## config.mk

```make
export PLATFORM = sky130hd
export DESIGN_NAME = four_button_press_classifier
export DESIGN_NICKNAME = d
export VERILOG_FILES = /design/src/hw/rtl/fbpc_pkg.sv /design/src/hw/rtl/fbpc_lane.sv /design/src/hw/rtl/fbpc_merge.sv /design/src/hw/rtl/four_button_press_classifier.sv
export SDC_FILE = /design/constraint.sdc
export NUM_CORES = 1
export LEC_CHECK = 0
export CAP_MARGIN = 20
export CORE_AREA = 2 2 109 111
export CTS_CLUSTER_DIAMETER = 30
export DETAILED_ROUTE_END_ITERATION = 10
export DIE_AREA = 0 0 111 113
export DONT_BUFFER_PORTS = 1
export HOLD_SLACK_MARGIN = 0.05
export PLACE_DENSITY_LB_ADDON = 0.05
export SYNTH_ARGS = -nofsm -noshare
export SYNTH_HDL_FRONTEND = slang
export SYNTH_SLANG_ARGS = --single-unit
```

## constraint.sdc

```tcl
create_clock -name aclk -period 12.3 [get_ports aclk]
set_clock_uncertainty 0.05 [all_clocks]
set_input_delay 1.23 -clock aclk [delete_from_list [all_inputs] [get_ports aclk]]
set_output_delay 1.23 -clock aclk [all_outputs]
set_load 0.005 [all_outputs]
```

## src/hw/rtl/fbpc_pkg.sv

```systemverilog
package fbpc_pkg;

    // Hold counter width default
    localparam int unsigned COUNT_WIDTH_DEF = 8;

    localparam int unsigned NUM_BUTTONS = 4;
    localparam int unsigned CFG_W       = 8;
    localparam int unsigned CFG_ADDR_W  = 3;
    localparam int unsigned EV_W        = 3;

    // Register indexes
    localparam logic [CFG_ADDR_W-1:0] REG_SHORT_TICKS  = 3'd0;
    localparam logic [CFG_ADDR_W-1:0] REG_LONG_TICKS   = 3'd1;
    localparam logic [CFG_ADDR_W-1:0] REG_REPEAT_TICKS = 3'd2;
    localparam logic [CFG_ADDR_W-1:0] REG_COUNT_LIMIT  = 3'd3;

    // Register reset values
    localparam logic [CFG_W-1:0] SHORT_TICKS_RST  = 8'd3;
    localparam logic [CFG_W-1:0] LONG_TICKS_RST   = 8'd50;
    localparam logic [CFG_W-1:0] REPEAT_TICKS_RST = 8'd20;
    localparam logic [CFG_W-1:0] COUNT_LIMIT_RST  = 8'd254;

    // Event codes
    localparam logic [EV_W-1:0] EV_WAIT      = 3'd0;
    localparam logic [EV_W-1:0] EV_UP        = 3'd1;
    localparam logic [EV_W-1:0] EV_DOWN      = 3'd2;
    localparam logic [EV_W-1:0] EV_OK        = 3'd3;
    localparam logic [EV_W-1:0] EV_OK_LONG   = 3'd4;
    localparam logic [EV_W-1:0] EV_BACK      = 3'd5;
    localparam logic [EV_W-1:0] EV_BACK_LONG = 3'd6;

    // Lane kinds
    localparam int unsigned KIND_NAV    = 0;
    localparam int unsigned KIND_OK     = 1;
    localparam int unsigned KIND_CANCEL = 2;

    // Button positions
    localparam int unsigned BTN_UP     = 0;
    localparam int unsigned BTN_DOWN   = 1;
    localparam int unsigned BTN_OK     = 2;
    localparam int unsigned BTN_CANCEL = 3;

    typedef struct packed {
        logic [CFG_W-1:0] short_ticks;
        logic [CFG_W-1:0] long_ticks;
        logic [CFG_W-1:0] repeat_ticks;
        logic [CFG_W-1:0] count_limit;
    } cfg_t;

    // What one lane found for this tick
    typedef struct packed {
        logic hit;       // some rule of this lane holds
        logic emit;      // rule emits an event
        logic long_ev;   // event is the long variant
        logic lock_set;
        logic lock_clr;
    } lane_res_t;

    // Merged decision
    typedef struct packed {
        logic                   clear_all;
        logic [EV_W-1:0]        ev;
        logic [NUM_BUTTONS-1:0] lock_set;
        logic [NUM_BUTTONS-1:0] lock_clr;
    } merge_t;

endpackage

```

## src/hw/rtl/fbpc_lane.sv

```systemverilog
module fbpc_lane
    import fbpc_pkg::*;
#(
    parameter int unsigned COUNT_WIDTH = COUNT_WIDTH_DEF,
    parameter int unsigned KIND        = KIND_NAV
) (
    input  logic                   pressed,
    input  logic                   lock,
    input  logic [COUNT_WIDTH-1:0] count,
    input  cfg_t                   cfg,
    output logic [COUNT_WIDTH-1:0] count_inc,
    output lane_res_t              res
);

    localparam int unsigned CMP_W = (COUNT_WIDTH > CFG_W) ? COUNT_WIDTH : CFG_W;
    localparam logic [COUNT_WIDTH-1:0] CNT_MAX = {COUNT_WIDTH{1'b1}};

    logic             enable;
    logic [CMP_W-1:0] cnt_cur;
    logic [CMP_W-1:0] cnt;
    logic [CMP_W-1:0] thr_short;
    logic [CMP_W-1:0] thr_long;
    logic [CMP_W-1:0] thr_rep;
    logic [CMP_W-1:0] thr_lim;
    logic             ge_short;
    logic             ge_long;
    logic             ge_rep;

    // Saturating hold counter; ok and cancel count only while unlocked
    always_comb begin
        enable    = (KIND == KIND_NAV) ? pressed : (pressed && !lock);
        cnt_cur   = CMP_W'(count);
        thr_lim   = CMP_W'(cfg.count_limit);
        if (enable && (cnt_cur <= thr_lim) && (count != CNT_MAX)) begin
            count_inc = count + COUNT_WIDTH'(1);
        end else begin
            count_inc = count;
        end
    end

    // Threshold compares on the updated count
    always_comb begin
        cnt       = CMP_W'(count_inc);
        thr_short = CMP_W'(cfg.short_ticks);
        thr_long  = CMP_W'(cfg.long_ticks);
        thr_rep   = CMP_W'(cfg.repeat_ticks);
        ge_short  = cnt >= thr_short;
        ge_long   = cnt >= thr_long;
        ge_rep    = cnt >= thr_rep;
    end

    // Rule group of this lane
    always_comb begin
        res = '0;
        if (KIND == KIND_NAV) begin
            if (!pressed && !lock && ge_short && !ge_long) begin
                res.hit  = 1'b1;
                res.emit = 1'b1;
            end else if (pressed && !lock && ge_long) begin
                res.hit      = 1'b1;
                res.emit     = 1'b1;
                res.lock_set = 1'b1;
            end else if (pressed && lock && ge_rep) begin
                res.hit  = 1'b1;
                res.emit = 1'b1;
            end else if (!pressed && lock) begin
                res.hit      = 1'b1;
                res.lock_clr = 1'b1;
            end
        end else begin
            // ok has no upper bound on a short release, cancel does
            if (!pressed && !lock && ge_short &&
                    ((KIND == KIND_OK) || !ge_long)) begin
                res.hit  = 1'b1;
                res.emit = 1'b1;
            end else if (pressed && !lock && ge_long) begin
                res.hit      = 1'b1;
                res.emit     = 1'b1;
                res.long_ev  = 1'b1;
                res.lock_set = 1'b1;
            end else if (!pressed && lock && !ge_short) begin
                res.hit      = 1'b1;
                res.lock_clr = 1'b1;
            end
        end
    end

endmodule

```

## src/hw/rtl/fbpc_merge.sv

```systemverilog
module fbpc_merge
    import fbpc_pkg::*;
(
    input  lane_res_t lane_res [NUM_BUTTONS],
    output merge_t    merged
);

    // Fixed priority: up, down, ok, cancel; first hit decides the tick
    always_comb begin
        merged = '0;
        merged.ev = EV_WAIT;
        if (lane_res[BTN_UP].hit) begin
            merged.clear_all        = lane_res[BTN_UP].emit;
            merged.ev               = lane_res[BTN_UP].emit ? EV_UP : EV_WAIT;
            merged.lock_set[BTN_UP] = lane_res[BTN_UP].lock_set;
            merged.lock_clr[BTN_UP] = lane_res[BTN_UP].lock_clr;
        end else if (lane_res[BTN_DOWN].hit) begin
            merged.clear_all          = lane_res[BTN_DOWN].emit;
            merged.ev                 = lane_res[BTN_DOWN].emit ? EV_DOWN : EV_WAIT;
            merged.lock_set[BTN_DOWN] = lane_res[BTN_DOWN].lock_set;
            merged.lock_clr[BTN_DOWN] = lane_res[BTN_DOWN].lock_clr;
        end else if (lane_res[BTN_OK].hit) begin
            merged.clear_all        = lane_res[BTN_OK].emit;
            if (lane_res[BTN_OK].emit) begin
                merged.ev = lane_res[BTN_OK].long_ev ? EV_OK_LONG : EV_OK;
            end
            merged.lock_set[BTN_OK] = lane_res[BTN_OK].lock_set;
            merged.lock_clr[BTN_OK] = lane_res[BTN_OK].lock_clr;
        end else if (lane_res[BTN_CANCEL].hit) begin
            merged.clear_all            = lane_res[BTN_CANCEL].emit;
            if (lane_res[BTN_CANCEL].emit) begin
                merged.ev = lane_res[BTN_CANCEL].long_ev ? EV_BACK_LONG : EV_BACK;
            end
            merged.lock_set[BTN_CANCEL] = lane_res[BTN_CANCEL].lock_set;
            merged.lock_clr[BTN_CANCEL] = lane_res[BTN_CANCEL].lock_clr;
        end
    end

endmodule

```

## src/hw/rtl/four_button_press_classifier.sv

```systemverilog
// Channel  | Ports          | Payload (lowest bit first)
// ---------+----------------+------------------------------------------------
// input    | s_t*           | up_level, down_level, ok_level, cancel_level
// result   | m_t*           | nav_event (3 bits)
// config   | cfg_we/addr/.. | short, long, repeat ticks, count_limit
//
// One scan tick per cycle: the four lanes and the priority merge settle the
// counter and lock update combinationally, and one result per tick lands in
// the output register. An input transfer is taken whenever the output
// register is empty or is being drained in the same cycle, so a stall on the
// result side holds the input side. Synchronous active-low reset clears the
// counters, locks and output valid and loads the register defaults.
module four_button_press_classifier
    import fbpc_pkg::*;
#(
    parameter int unsigned COUNT_WIDTH = COUNT_WIDTH_DEF
) (
    input  logic                  aclk,
    input  logic                  aresetn,
    input  logic                  s_tvalid,
    output logic                  s_tready,
    input  logic [7:0]            s_tdata,   // up_level, down_level, ok_level, cancel_level
    output logic                  m_tvalid,
    input  logic                  m_tready,
    output logic [7:0]            m_tdata,   // nav_event
    input  logic                  cfg_we,
    input  logic [CFG_ADDR_W-1:0] cfg_addr,
    input  logic [CFG_W-1:0]      cfg_wdata
);

    cfg_t                   cfg_reg;
    logic [COUNT_WIDTH-1:0] count_reg [NUM_BUTTONS];
    logic [COUNT_WIDTH-1:0] count_inc [NUM_BUTTONS];
    logic [COUNT_WIDTH-1:0] count_next [NUM_BUTTONS];
    logic [NUM_BUTTONS-1:0] lock_reg;
    logic [NUM_BUTTONS-1:0] lock_next;
    logic [NUM_BUTTONS-1:0] pressed;
    lane_res_t              lane_res [NUM_BUTTONS];
    merge_t                 merged;
    logic                   m_tvalid_reg;
    logic [EV_W-1:0]        ev_reg;
    logic                   in_xfer;

    assign s_tready = !m_tvalid_reg || m_tready;
    assign in_xfer  = s_tvalid && s_tready;
    assign m_tvalid = m_tvalid_reg;
    assign m_tdata  = {{(8 - EV_W){1'b0}}, ev_reg};

    // Active-low pins
    assign pressed = ~s_tdata[NUM_BUTTONS-1:0];

    // One lane per button
    for (genvar i = 0; i < NUM_BUTTONS; i++) begin : g_lane
        localparam int unsigned LANE_KIND = (i == BTN_OK)     ? KIND_OK :
                                            (i == BTN_CANCEL) ? KIND_CANCEL :
                                                                KIND_NAV;
        fbpc_lane #(
            .COUNT_WIDTH (COUNT_WIDTH),
            .KIND        (LANE_KIND)
        ) u_lane (
            .pressed   (pressed[i]),
            .lock      (lock_reg[i]),
            .count     (count_reg[i]),
            .cfg       (cfg_reg),
            .count_inc (count_inc[i]),
            .res       (lane_res[i])
        );
    end

    fbpc_merge u_merge (
        .lane_res (lane_res),
        .merged   (merged)
    );

    // Next counters and locks
    always_comb begin
        for (int i = 0; i < NUM_BUTTONS; i++) begin
            count_next[i] = merged.clear_all ? '0 : count_inc[i];
        end
        lock_next = (lock_reg | merged.lock_set) & ~merged.lock_clr;
    end

    // Configuration writes
    always_ff @(posedge aclk) begin
        if (!aresetn) begin
            cfg_reg.short_ticks  <= SHORT_TICKS_RST;
            cfg_reg.long_ticks   <= LONG_TICKS_RST;
            cfg_reg.repeat_ticks <= REPEAT_TICKS_RST;
            cfg_reg.count_limit  <= COUNT_LIMIT_RST;
        end else if (cfg_we) begin
            unique case (cfg_addr)
                REG_SHORT_TICKS:  cfg_reg.short_ticks  <= cfg_wdata;
                REG_LONG_TICKS:   cfg_reg.long_ticks   <= cfg_wdata;
                REG_REPEAT_TICKS: cfg_reg.repeat_ticks <= cfg_wdata;
                REG_COUNT_LIMIT:  cfg_reg.count_limit  <= cfg_wdata;
                default: ;
            endcase
        end
    end

    // Button state, updated on each input transfer
    always_ff @(posedge aclk) begin
        if (!aresetn) begin
            for (int i = 0; i < NUM_BUTTONS; i++) begin
                count_reg[i] <= '0;
            end
            lock_reg <= '0;
        end else if (in_xfer) begin
            for (int i = 0; i < NUM_BUTTONS; i++) begin
                count_reg[i] <= count_next[i];
            end
            lock_reg <= lock_next;
        end
    end

    // Output register
    always_ff @(posedge aclk) begin
        if (!aresetn) begin
            m_tvalid_reg <= 1'b0;
        end else if (in_xfer) begin
            m_tvalid_reg <= 1'b1;
        end else if (m_tready) begin
            m_tvalid_reg <= 1'b0;
        end
    end

    always_ff @(posedge aclk) begin
        if (in_xfer) begin
            ev_reg <= merged.ev;
        end
    end

endmodule

```

==> summary.md, run 1 <==
| Metric | Value |
|---|---|
| Status | completed |
| Worst IR drop on VDD | ~77 uV |
| Top Family by Delay on Critical Path | compound AO/OA/AOI/OAI gates |
| Drt pass-1 iters | 4 |
| Largest net degree at the start of global routing | 33 |
| Power per cell area | between 100 and 150 nW/um^2 |
| Peak Freq | about 190 MHz |
| Initial antenna violation count | 0 |
| Final cycle utilization of the critical path | 0.420 |
| Setup tns final | 0 ps |
| Die area | roughly 13000 um^2 |
| Clock Latency Late Sink | between 300 and 400 ps |
| Max Cap Violations | 0 |
| Most common cell after layout, fill and taps aside | ha_1 |
| Layout cell share with drive strength beyond 1 | 0.0671 |
| Overflow after GRT | 0 |
| Worst path cell trace | inv_1, ha_1, nand3_1, nor3_1, o211ai_1, nor2_1, nand4_1, xnor2_1, ha_1, a211oi_1, nor2_1, a211oi_1, mux2_2, a31oi_1, a31oi_4, buf_12, nor3b_1 |
| Ys async rst share | 0 |
| Seq cells post-synth | 72 |
| Clock Sinks | 72 |
| Nets | slightly above 800 |
| Synth area leaders | ha_1 (24%), edfxtp_1 (17%), dfxtp_1 (12%) |
| WP buf/inv | 2 |
| Synth warnings | 0 |
| FILL cells | approximately 1000 |
| DIE HEIGHT | 113 um |
| H-tree depth | 3 |
| Top cell type's share of synthesized area | 0.237 |
| Die width | roughly 110 um |
| DP HPWL | 12200 um |
| Post-CTS sizing | 0 |
| Prevailing post-synth register cell | dfxtp_1 |
| CP required | 12420 ps |
| CTS tree | yes |
| Final setup violation count | 0 |
| Data arrival time of the worst path | ~5300 ps |
| # port buffers | 0 |
| Setup crit start kind | flip-flop |
| Io pins | 34 |
| CP max stage delay | approximately 500 ps |
| Min Tclk post-route | about 5200 ps |
| Area leader, netlist | ha_1 |
| Rel. slew slack | 0.268 |
| Cells after synthesis | 670 |
| EDFF count, synth | 35 |
| Vias in the first global route | 4932 |
| Total count of hold-check failures in the final report | 0 |
| Static Leakage | between 2 and 3 nW |
| Core Region | approximately 11000 um^2 |
| CP Class | reg2reg |
| Via Count | roughly 4900 |
| Total GRT Usage | 0.272 |
| P&R area growth vs syn | 6.42% |
| Commonest cells after routing, fill and taps aside | ha_1 (116), nand2_1 (80), a21oi_1 (43), inv_1 (42), dfxtp_1 (37) |
| Routability cong. | about 0.88 |
| Initial Utilization | 0.543 |
| Post-route design area | between 6000 and 7000 um^2 |
| # DRC | 0 |
| Total CTS buffers | 9 |
| RSZ-0062 raised after global routing | no |
| WL/cell | between 20 and 25 um |
| Root Driver | clkbuf_16 |
| Highest-delay cell along the critical path | a211oi_1 |
| Starting DRT DRC Count | 263 |
| Tightest Pin Transition | 1090 ps |
| Mapped Area | between 6000 and 7000 um^2 |
| Setup crit end kind | flip-flop |
| Sequential area share after synthesis | 0.293 |
| Global-route wire length before repair | around 26000 um |
| Hold buffers post-CTS | 0 |
| Critical-path maximum fanout | 31 |
| Worst Hold Class | reg2reg |
| Core Rows | 39 |
| Fin. max-slew vios | 0 |
| CTS max path bufs | 2 |
| DRT Wirelength | 16400 um |
| Inserted Diodes | 0 |
| Routed vias/inst | between 6 and 7 |
| Setup bufs post-CTS | 0 |
| Clock-pin slew on the worst setup and hold paths | 70 ps |
| Antenna-violating nets left | 0 |
| Syn Area/Cell | slightly above 9 um^2 |
| Placed instance area | 6200 um^2 |
| Post-synth cell types | 62 |
## final cells by class
type / instances / area [um^2] / area share
clock buffers: 10 / 239 / 0.0367
clock inverters: 6 / 52.6 / 0.00807
inverters: 42 / 158 / 0.0242
multi-input cells: 538 / 4060 / 0.623
flip-flops and latches: 72 / 1790 / 0.275
well taps: 143 / 179 / 0.0275
repair buffers: 3 / 35.0 / 0.00538
## power breakdown
part	internal [mW]	switching [mW]	total [mW]
clock	0.145	0.111	0.256
sequential	0.266	0.0133	0.279
combinational	0.0649	0.0982	0.163
total	0.476	0.223	0.698
## worst reg2reg max path, cell delays in order, from the launching register on
cell      delay, ps
dfxtp_1         310
inv_1           200
ha_1            390
nand3_1         110
nor3_1          300
o211ai_1        170
nor2_1          400
nand4_1         180
xnor2_1         380
ha_1            330
a211oi_1        220
nor2_1           90
a211oi_1        500
mux2_2          440
a31oi_1         330
a31oi_4         170
buf_12          200
nor3b_1         240
## cells in the mapped netlist (2+ instances only)
library cell / count
a2111oi_2: 2
nand4_1: 24
mux2_2: 5
and3_1: 13
dfxtp_1: 37
nor3b_2: 6
nor3_2: 5
o21ai_0: 20
nor2_1: 29
a21oi_1: 43
buf_2: 3
nand2b_1: 14
nand3_1: 16
xnor2_1: 21
or3_1: 3
o21a_1: 6
nor3b_1: 23
o2bb2ai_1: 2
and4_1: 3
inv_1: 42
nor2b_1: 7
ha_1: 116
xor2_1: 7
o31ai_1: 3
a31oi_1: 4
a21o_1: 5
a2111oi_0: 3
clkbuf_1: 11
edfxtp_1: 35
o211ai_1: 17
a211oi_1: 14
o32a_1: 2
nor3_1: 10
and2_1: 4
buf_4: 5
buf_6: 3
or2_2: 3
nand2_1: 80
## logic make-up (layout without fill, tap and decap cells)
| logic type | Yosys count | count (layout) | share of synthesized area |
|---|---|---|---|
| multiplexers | 5 | 5 | 0.00920 |
| AO/OA/AOI/OAI | 137 | 137 | 0.152 |
| XOR/XNOR | 28 | 28 | 0.0401 |
| adder cells (fa/ha/maj) | 116 | 116 | 0.237 |
| flip-flops | 72 | 72 | 0.293 |
| buffers and inverters | 64 | 61 | 0.0466 |
| other | 1 | 5 | 0.000613 |
| AND/OR/NAND/NOR | 247 | 247 | 0.222 |
## stage by stage
stage	hold slack [ps]	utilization	std cells	power (mW)	setup slack [ps]
finish	406	0.578	814	0.698	7130
global route	420	0.578	814	0.731	6720
CTS	406	0.576	813	0.696	6680
detailed placement	397	0.550	797	0.440	6700
global placement	393	0.550	797	0.434	6720
floorplan	386	-	674	0.407	7670
## layer usage
metal  track usage  routed length (um)  up-vias
met3        0.0450                 882       28
met2         0.452                7630       82
met5             0                   0        -
met1         0.358                7460     2339
li1              -                   -     2475
met4         0.102                 406        0
## final timing paths
| kind | startpoint | to | slack (ps) | cells after the start |
|---|---|---|---|---|
| worst min register to register | cfg_reg[26] | cfg_reg[26] | 410 | 2 |
| worst min-delay path | cfg_reg[26] | cfg_reg[26] | 410 | 2 |
| worst max-delay path | cfg_reg[7] | count_reg[0][2] | 7130 | 17 |
| worst max register to register | cfg_reg[7] | count_reg[0][2] | 7130 | 17 |
Note: power is estimated with default switching activity, not from simulation.
==> run 2: changes to the inputs <==
--- a/config.mk
+++ b/config.mk
@@ -5,11 +5,12 @@
 export SDC_FILE = /design/constraint.sdc
 export NUM_CORES = 1
 export LEC_CHECK = 0
+export ABC_AREA = 1
 export CAP_MARGIN = 20
-export CORE_AREA = 2 2 109 111
+export CORE_AREA = 2 2 113 115
 export CTS_CLUSTER_DIAMETER = 30
 export DETAILED_ROUTE_END_ITERATION = 10
-export DIE_AREA = 0 0 111 113
+export DIE_AREA = 0 0 115 117
 export DONT_BUFFER_PORTS = 1
 export HOLD_SLACK_MARGIN = 0.05
 export PLACE_DENSITY_LB_ADDON = 0.05
==> constraint.sdc (replaced) <==
create_clock -name aclk -period 5.3 [get_ports aclk]
set_clock_uncertainty 0.05 [all_clocks]
set_input_delay 0.53 -clock aclk [delete_from_list [all_inputs] [get_ports aclk]]
set_output_delay 0.53 -clock aclk [all_outputs]
set_load 0.005 [all_outputs]
==> run 2 against run 1 <==
- synthesized area rose by 7.2%
- critical path depth rose by 3
- highest routed layer unchanged
- largest cell class unchanged
- largest power group unchanged
- non-clock buffer count did not move
- die area is 7.3% higher
- global-route usage shrank 1.3 points
- synthesized cell count increased by 33%
==> summary.md, run 2 <==
| Metric | Value |
|---|---|
| Ys async rst share | 0 (unchanged) |
| Total count of hold-check failures in the final report | 0 (unchanged) |
| Post-Layout Cell Count | 1048 (+29%) |
| Static Leakage | 3.68 nW (+33%) |
| # DRC | 0 (unchanged) |
| Initial antenna violation count | 0 (unchanged) |
| Post-CTS sizing | 0 (unchanged) |
| Setup tns final | 0 ps (unchanged) |
| Routed vias/inst | 5.38 (-11%) |
| Critical-path maximum fanout | 32 (+3.2%) |
| WL met1 | 7530 um (+0.92%) |
| Prevailing post-synth register cell | dfxtp_1 |
| R2R Setup Slk | 830 ps (-6300 ps) |
| CTS tree | yes |
| CP Class | reg2reg |
| Max Cap Violations | 0 (unchanged) |
| DIE HEIGHT | 117 um (+3.5%) |
| Hold_sp | s_tdata[0] |
| Fin. max-slew vios | 0 (unchanged) |
| Placed Cells | 1032 (+29%) |
| Root Driver | clkbuf_16 |
| Rel. slew slack | 0.407 (+0.139) |
| Worst Reg-to-Reg Cells | 20 (+3) |
| Post-route design area | 7000 um^2 (+7.4%) |
| Largest net degree at the start of global routing | 38 (+15%) |
| Routability cong. | 0.872 (-0.38%) |
| R2R Path Start | cfg_reg[7] |
| Core Rows | 41 (+5.1%) |
| Worst hold path cell count | 1 (-1) |
| Final setup violation count | 0 (unchanged) |
| EDFF count, synth | 35 (unchanged) |
| Worst Hold Class | in2reg |
| Placed instance area | 6680 um^2 (+7.6%) |
| H-tree depth | 3 (unchanged) |
| Min Tclk post-route | 4470 ps (-699 ps) |
| Global-route wire length before repair | 26500 um (+0.73%) |
| Commonest cells after routing, fill and taps aside | nand2_1 (180), inv_1 (173), ha_1 (116), nor2_1 (66), a21oi_1 (66) |
| Io pins | 34 (unchanged) |
| Min Hold Slack | 233 ps (-173 ps) |
| Cells after synthesis | 893 (+33%) |
| Seq cells post-synth | 72 (unchanged) |
| WHS Endpoint | lock_reg[0] |
| Antenna-violating nets left | 0 (unchanged) |
| Hold buffers post-CTS | 0 (unchanged) |
| Starting DRT DRC Count | 253 (-3.8%) |
| Top cell type's share of synthesized area | 0.221 (-0.0160) |
| Synth area leaders | ha_1 (22%), edfxtp_1 (16%), dfxtp_1 (11%) |
| P&R area growth vs syn | 6.61% |
| Total GRT Usage | 0.258 (-0.0132) |
| Drt pass-1 iters | 5 (+1) |
| Die area | 13500 um^2 (+7.3%) |
| DP HPWL | 13000 um (+6.8%) |
| Post-synth cell types | 35 (-44%) |
| Power per cell area | 255 nW/um^2 (+140%) |
| Seq. cell area | 1790 um^2 (unchanged) |
| Nets | 1033 (+28%) |
| Layout cell share with drive strength beyond 1 | 0.0579 (-0.00916) |
| WL/cell | 15.7 um (-22%) |
| Core Region | 12300 um^2 (+9.2%) |
| Met2 wire len | 7880 um (+3.3%) |
| # port buffers | 0 (unchanged) |
| Clock Latency Late Sink | 340 ps (about the same) |
| Worst IR drop on VDD | 138 uV (+78%) |
| Vias in the first global route | 5368 (+8.8%) |
| Total CTS buffers | 9 (unchanged) |
| Clock-pin slew on the worst setup and hold paths | 60 ps (about the same) |
| CTS max path bufs | 2 (unchanged) |
| Power Total | 1.79 mW (+160%) |
| Syn Area/Cell | 7.35 um^2 (-20%) |
| Met3 WL | 771 um (-13%) |
| Final cycle utilization of the critical path | 0.843 (+0.423) |
| CP required | 5320 ps (-7100 ps) |
| Most common cell after layout, fill and taps aside | nand2_1 |
| RSZ-0062 raised after global routing | no |
| FILL cells | 1143 (+13%) |
| Die width | 115 um (+3.6%) |
| DRT Wirelength | 16500 um (+0.41%) |
| Setup bufs post-CTS | 0 (unchanged) |
| Clock Sinks | 72 (unchanged) |
| Inserted Diodes | 0 (unchanged) |
| Multi-input logic area | 4020 um^2 (-0.99%) |
| Synth cell count leaders | nand2_1 (180), inv_1 (173), ha_1 (116), a21oi_1 (66), nor2_1 (66) |
| Sequential area share after synthesis | 0.273 (-0.0197) |
| Status | completed |
| Via Count | 5642 (+15%) |
| Overflow after GRT | 0 (unchanged) |
| Area leader, netlist | ha_1 |
| Top-count cell post-synth | nand2_1 |
| Mapped Area | 6570 um^2 (+7.2%) |
| Setup crit end kind | flip-flop |
| Synth warnings | 0 (unchanged) |
| Reg2reg end | count_reg[0][6] |
| Initial Utilization | 0.533 (-0.00989) |
| Data arrival time of the worst path | 4480 ps (-800 ps) |
| Top Layer Used | met4 |
| Tightest Pin Transition | 884 ps (-206 ps) |
| Setup crit start kind | flip-flop |
| Peak Freq | 224 MHz (+16%) |
-- run 2: changes by cell type in the layout (fill, tap and decap cells not counted), moves of 21 or more --
cell | before | now
inv_1 | 42 | 173
nand2_1 | 80 | 180
nor2_1 | 29 | 66
o21ai_0 | 20 | 54
a21oi_1 | 43 | 66
nor3b_1 | 23 | 0
xnor2_1 | 21 | 0
xor2_1 | 7 | 28
-- run 2: area by class of cell --
type / count / share of cell area
Multi-Input combinational cell: 633 / 0.574
Clock buffer: 11 / 0.0377
Sequential cell: 72 / 0.256
Tap cell: 150 / 0.0268
Inverter: 174 / 0.0933
Timing Repair Buffer: 3 / 0.00322
Clock inverter: 5 / 0.00858
-- run 2: how the worst max path moves through the flow --
stage	from	to	slack, ps	depth (start not counted)
floorplan	count_reg[2][3]	count_reg[1][0]	1850	27
global placement	cfg_reg[1]	count_reg[1][5]	920	20
detailed placement	cfg_reg[7]	count_reg[0][6]	850	20
CTS	cfg_reg[7]	count_reg[0][6]	830	20
global route	cfg_reg[5]	count_reg[0][6]	360	20
finish	cfg_reg[7]	count_reg[0][6]	830	20
-- run 2: routing by layer --
layer / GRT usage / vias up
li1: - / 2901
met1: 0.333 / 2611
met2: 0.451 / 114
met3: 0.0417 / 16
met4: 0.0707 / 0
met5: 0 / -
-- run 2: critical path: stages (launching register included) --
cell	delay [ps]
dfxtp_1	310
inv_1	150
ha_1	360
nand2_1	70
nor2_1	150
a21oi_1	90
o21ai_1	690
o21ai_0	380
inv_1	210
ha_1	270
a21oi_1	160
nor2_1	80
nor3_2	210
nand3_1	110
nor2_1	150
nor2_1	80
nand2_1	70
nand2_1	60
nand2_2	50
buf_4	380
nor2_1	90
-- run 2: through the flow --
| step | utilization | setup slack [ps] |
|---|---|---|
| 6_report | 0.568 | 832 |
| 3_3_place_gp | 0.542 | 921 |
| 5_1_grt | 0.568 | 356 |
| 4_1_cts | 0.568 | 826 |
| 3_5_place_dp | 0.542 | 854 |
| 2_1_floorplan | - | 1850 |
-- run 2: logic make-up (layout without fill, tap and decap cells) --
| family | Yosys count | count (layout) | share of synthesized area |
|---|---|---|---|
| AO/OA/AOI/OAI | 160 | 160 | 0.139 |
| XOR/XNOR | 28 | 28 | 0.0374 |
| adder cells (fa/ha/maj) | 116 | 116 | 0.221 |
| buffers and inverters | 192 | 193 | 0.117 |
| flip-flops | 72 | 72 | 0.273 |
| other | 1 | 5 | 0.000571 |
| AND/OR/NAND/NOR | 324 | 324 | 0.212 |
-- run 2: power by group --
group	switching, mW	total, mW	internal [mW]
combinational	0.307	0.479	0.173
sequential	0.0329	0.655	0.622
clock	0.246	0.654	0.407
